File: src/gec_pkg.sv
// Shared types for the greedy element colouring block.
// Holds the controller state enum and the command/status structs; no dependencies.
`timescale 1ns / 1ps

package gec_pkg;

  localparam int unsigned VertW    = 12;
  localparam int unsigned ColorW   = 6;
  localparam int unsigned UsedW    = 7;
  localparam int unsigned CfgW     = 4;
  localparam int unsigned FieldCnt = 8;

  typedef enum logic [2:0] {
    ST_CLEAR,
    ST_IDLE,
    ST_READ,
    ST_DRAIN,
    ST_SEARCH,
    ST_WRITE,
    ST_DONE
  } state_t;

  typedef struct packed {
    logic            load;
    logic            clr;
    logic            rd_en;
    logic            wr_en;
    logic            search;
    logic            out_load;
    logic [CfgW-1:0] idx;
  } cmd_t;

  typedef struct packed {
    logic clr_last;
    logic found;
    logic out_busy;
  } status_t;

endpackage

File: src/gec_ctrl.sv
// Controller for the greedy element colouring block: sequences the clearing pass,
// the mask reads, the colour search, the write-back and the result hand-off. Uses gec_pkg.
`timescale 1ns / 1ps

module gec_ctrl #(
  parameter int unsigned MAX_ELEM_VERTS = 8
) (
  input  logic                   clk,
  input  logic                   rst,
  input  logic                   in_valid,
  output logic                   in_stall,
  input  logic                   cfg_valid,
  output logic                   cfg_ready,
  input  logic [gec_pkg::CfgW-1:0] cfg_data,
  input  gec_pkg::status_t       status,
  output gec_pkg::cmd_t          cmd
);
  import gec_pkg::*;

  state_t          state;
  state_t          state_next;
  logic [CfgW-1:0] cnt;
  logic [CfgW-1:0] cnt_next;
  logic [CfgW-1:0] verts_cfg;
  logic [CfgW-1:0] n_act;
  logic [CfgW-1:0] n_last;

  // Saturate the register to the number of vertex fields in use
  always_comb begin
    n_act = verts_cfg;
    if (32'(verts_cfg) > MAX_ELEM_VERTS) n_act = CfgW'(MAX_ELEM_VERTS);
    if (32'(n_act) > FieldCnt) n_act = CfgW'(FieldCnt);
    n_last = n_act - CfgW'(1);
  end

  assign cfg_ready = 1'b1;
  assign in_stall  = (state != ST_IDLE);

  always_ff @(posedge clk) begin
    if (rst) begin
      state     <= ST_CLEAR;
      cnt       <= '0;
      verts_cfg <= CfgW'(4);
    end else begin
      state <= state_next;
      cnt   <= cnt_next;
      if (cfg_valid && cfg_ready) verts_cfg <= cfg_data;
    end
  end

  always_comb begin
    state_next = state;
    cnt_next   = cnt;
    unique case (state)
      ST_CLEAR: begin
        if (status.clr_last) state_next = ST_IDLE;
      end
      ST_IDLE: begin
        cnt_next = '0;
        if (in_valid) state_next = (n_act == '0) ? ST_SEARCH : ST_READ;
      end
      ST_READ: begin
        cnt_next = cnt + CfgW'(1);
        if (cnt == n_last) state_next = ST_DRAIN;
      end
      ST_DRAIN: begin
        state_next = ST_SEARCH;
      end
      ST_SEARCH: begin
        cnt_next   = '0;
        state_next = (status.found && n_act != '0) ? ST_WRITE : ST_DONE;
      end
      ST_WRITE: begin
        cnt_next = cnt + CfgW'(1);
        if (cnt == n_last) state_next = ST_DONE;
      end
      ST_DONE: begin
        if (!status.out_busy) state_next = ST_IDLE;
      end
      default: state_next = ST_CLEAR;
    endcase
  end

  always_comb begin
    cmd     = '0;
    cmd.idx = cnt;
    unique case (state)
      ST_CLEAR:  cmd.clr      = 1'b1;
      ST_IDLE:   cmd.load     = in_valid;
      ST_READ:   cmd.rd_en    = 1'b1;
      ST_DRAIN:  cmd.rd_en    = 1'b0;
      ST_SEARCH: cmd.search   = 1'b1;
      ST_WRITE:  cmd.wr_en    = 1'b1;
      ST_DONE:   cmd.out_load = !status.out_busy;
      default:   cmd.clr      = 1'b0;
    endcase
  end

endmodule

File: config.mk
export PLATFORM = sky130hd
export DESIGN_NAME = gec_ctrl
export DESIGN_NICKNAME = d
export VERILOG_FILES = /design/src/gec_pkg.sv /design/src/gec_ctrl.sv
export SDC_FILE = /design/constraint.sdc
export NUM_CORES = 1
export LEC_CHECK = 0
export BUFFER_PORTS_ARGS = -buffer_cell sky130_fd_sc_hd__buf_4
export CAP_MARGIN = 20
export CORE_UTILIZATION = 45
export CTS_BUF_LIST = sky130_fd_sc_hd__clkbuf_4 sky130_fd_sc_hd__clkbuf_8 sky130_fd_sc_hd__clkbuf_16
export DETAILED_ROUTE_END_ITERATION = 10
export PLACE_DENSITY_LB_ADDON = 0.2
export SETUP_SLACK_MARGIN = 0.15
export SLEW_MARGIN = 20
export SYNTH_ARGS = -nofsm -noshare
export SYNTH_HDL_FRONTEND = slang
export SYNTH_SLANG_ARGS = --single-unit
File: constraint.sdc
create_clock -name clk -period 1.6 [get_ports clk]
set_input_delay 0.24 -clock clk [delete_from_list [all_inputs] [get_ports clk]]
set_output_delay 0.24 -clock clk [all_outputs]
set_load 0.03 [all_outputs]
==> results.toml <==
[logic_synthesis]
synth_cells = 106
synth.distinct_cells = 39
synth_compound_area_frac = 0.228
synth_fp_nets = 119
ys_ff_latch = 11
synth-simple-area-share = 0.249
yosysSeqAreaShare = 0.271
synthMuxAreaShare = 0.0769
synth_top_family_by_area = "simple AND/OR/NAND/NOR gates"
ys_warn_count = 0
synth_area_per_cell_sq_um = 7.67
synth-adder-area-share = 0.0308
synthesis.area_sq_um = 813
synth-xor-area-share = 0.0646

[setup_path]
end_kind = "register"
worst_setup_path_start_kind = "register"
cp_data_arrival_time_ps = 1880
crit_type = "register to register"
required_ps = 1790
cp_max_fo = 4

[timing]
timing.fmax_mhz = 589
hold_viol_final = 0
setup_violations = 5
slew_viol_final = 0
rsz0062_at_grt = "true"
post-route-min-period_ps = 1700
fin_crit_sh = 1.06
fin_worst_skew_ps = 4.75
whs_ps = 181
setup_ws_ps = -97.7

[place]
placed_area_sq_mm = 0.00106
portBuffers = 21
dpl.cell_count = 154
dp_hpwl_um = 1590
place.gp.congestion = 0.761

[die]
die_h_um = 44.5
dieArea_sq_mm = 0.00198
start_util = 0.510
die_w_um = 44.5
io_pins = 23
rows = 14
core_sq_mm = 0.00159

[run_status]
status = "finished with violations"
violations = "setup timing"

[clock_network]
cts-htree-levels = 1
clk_path_buf_depth = 2
cts_setup_buffers = 0
numCtsBuffers = 3
cts_tree = "done"
cts_root_buffer = "clkbuf_4"
worstSkewPairLatency_ps = 270
path_clk_slew_ps = 70
cts_sinks = 11

[global_routing]
grt_overflow = 0
grt_pass1_vias = 801
grt_first_pass_wirelength_um = 3550
antenna_found_initial = 0
grt_max_degree = 14
grt_use_total = 0.243

[route]
drtIter0Drc = 19
route.detailed.drc = 0
dr.pass1.iters = 6
wire_per_inst_um = 13.3
wl_um = 2110
detail-route-antenna-nets = 0
vias_per_cell = 5.60
vias = 885

[pwr]
vdd_drop_max_mv = 0.730
p_leak_nw = 0.489
powerDensity_mw_per_mm2 = 1090

[flow_run]
maxCapViolations = 0

[cells_and_area]
fin_cells = 158
area_growth_syn_to_layout_pct = 35.1
fin_nets = 148
drive_gt1_frac = 0.366
fin_area_sq_mm = 0.00110
n_antenna_cell = 0
fillers = 137

[hold_path]
hp-class = "primary input to register"
layout make-up:
cell class	count	area [sq um]	area share
clock buffers	4	30.0	0.0273
flip-flops and latches	11	229	0.208
well taps	24	30.0	0.0273
multi-input cells	83	554	0.505
repair buffers	32	240	0.219
inverters	4	15.0	0.0137
cell usage in the layout (no fill, tap or decap), types with 2 or more instances in the layout:
cell type and instances:
a211o_1 2, a21oi_1 7, a41oi_1 2, and3_1 3
buf_4 32, clkbuf_4 4, dfxtp_1 4, dfxtp_2 7
inv_1 3, mux2_1 2, mux2i_1 4, nand2_1 7
nand2b_1 2, nand3_1 2, nor2_1 14, nor2b_1 3
o21ai_1 6, xnor2_1 3, xor2_1 3
worst max-delay path, stage by stage, from the launching register on:
cell	delay [ps]
dfxtp_2	340
or2b_1	250
ha_2	190
xor2_1	140
xnor2_1	150
a41o_1	220
a211o_1	270
o31ai_1	60
cells by family (layout without fill, tap and decap cells):
kind of cell / after synthesis / in the layout
other: 1 / 1
adders and majority gates: 2 / 2
muxes: 6 / 6
AOI/OAI and AO/OA: 28 / 28
and+or+nand+nor: 40 / 40
xor gates and xnor gates: 6 / 6
DFF: 11 / 11
buffers and inverters: 12 / 40
synthesized netlist by cell type, drive strengths merged:
master,count,area (sq um)
and3,3,18.8
a221oi,1,8.76
xnor2,3,26.3
a32oi,1,8.76
or2b,1,7.51
dfxtp,11,220
o21ai,7,35.0
o31ai,2,15.0
nor2b,3,18.8
inv,4,15.0
a211o,2,17.5
mux2,2,22.5
a2111oi,1,8.76
nand2,7,26.3
a222oi,1,10.0
mux2i,4,40.0
nand4b,1,8.76
and3b,1,8.76
a31oi,1,6.26
a41o,1,10.0
conb,1,3.75
nor2,14,52.6
a21boi,1,7.51
a41oi,2,17.5
xor2,3,26.3
nor3,2,10.0
clkbuf,4,15.0
ha,2,25.0
buf,4,31.3
or3b,1,8.76
nor4,2,12.5
and2b,1,7.51
nand2b,2,12.5
nand3,2,10.0
a21oi,8,40.0
power breakdown:
group / switching (W) / total [W] / internal (W)
combinational: 0.000347 / 0.000624 / 0.000277
sequential: 0.0000611 / 0.000370 / 0.000309
clock: 0.0000901 / 0.000204 / 0.000113
state kept, by name, indices dropped and copies added (netlist names):
signal,count
cnt,4
verts_cfg,4
state,3
repair_timing:
action                                  CTS  global route
hold buffers                              0             0
gates resized for setup                   0             4
endpoints found under the hold margin     0             0
endpoints found under the setup margin   10            13
per-layer routing:
metal  global-route usage  up-vias  part of all wire
met2                0.415       37              0.48
li1                     -      436                 -
met1                0.306      406              0.44
met5                    0        -                 0
met4               0.0545        0             0.013
met3               0.0653        6             0.065
metrics by stage:
stage	total power, W	TNS (ps)	utilization	setup slack [ps]
after floorplan	0.000764	-1.94	-	-1.94
after global routing	0.00128	-782	0.689	-179
final	0.00120	-387	0.689	-97.7
after global placement	0.000963	-35.1	0.663	-35.1
after detailed placement	0.000984	-116	0.663	-77.1
after CTS	0.00119	-249	0.682	-90.7
final timing paths:
check | from | depth (start not counted) | end | slack, ps
hold reg to reg | verts_cfg[1] | 2 | verts_cfg[1] | 540
setup reg to reg | verts_cfg[3] | 7 | state[1] | -100
setup / recovery | verts_cfg[3] | 7 | state[1] | -100
hold / removal | cfg_data[2] | 2 | verts_cfg[2] | 180
Power figures use the tool's default switching activity.
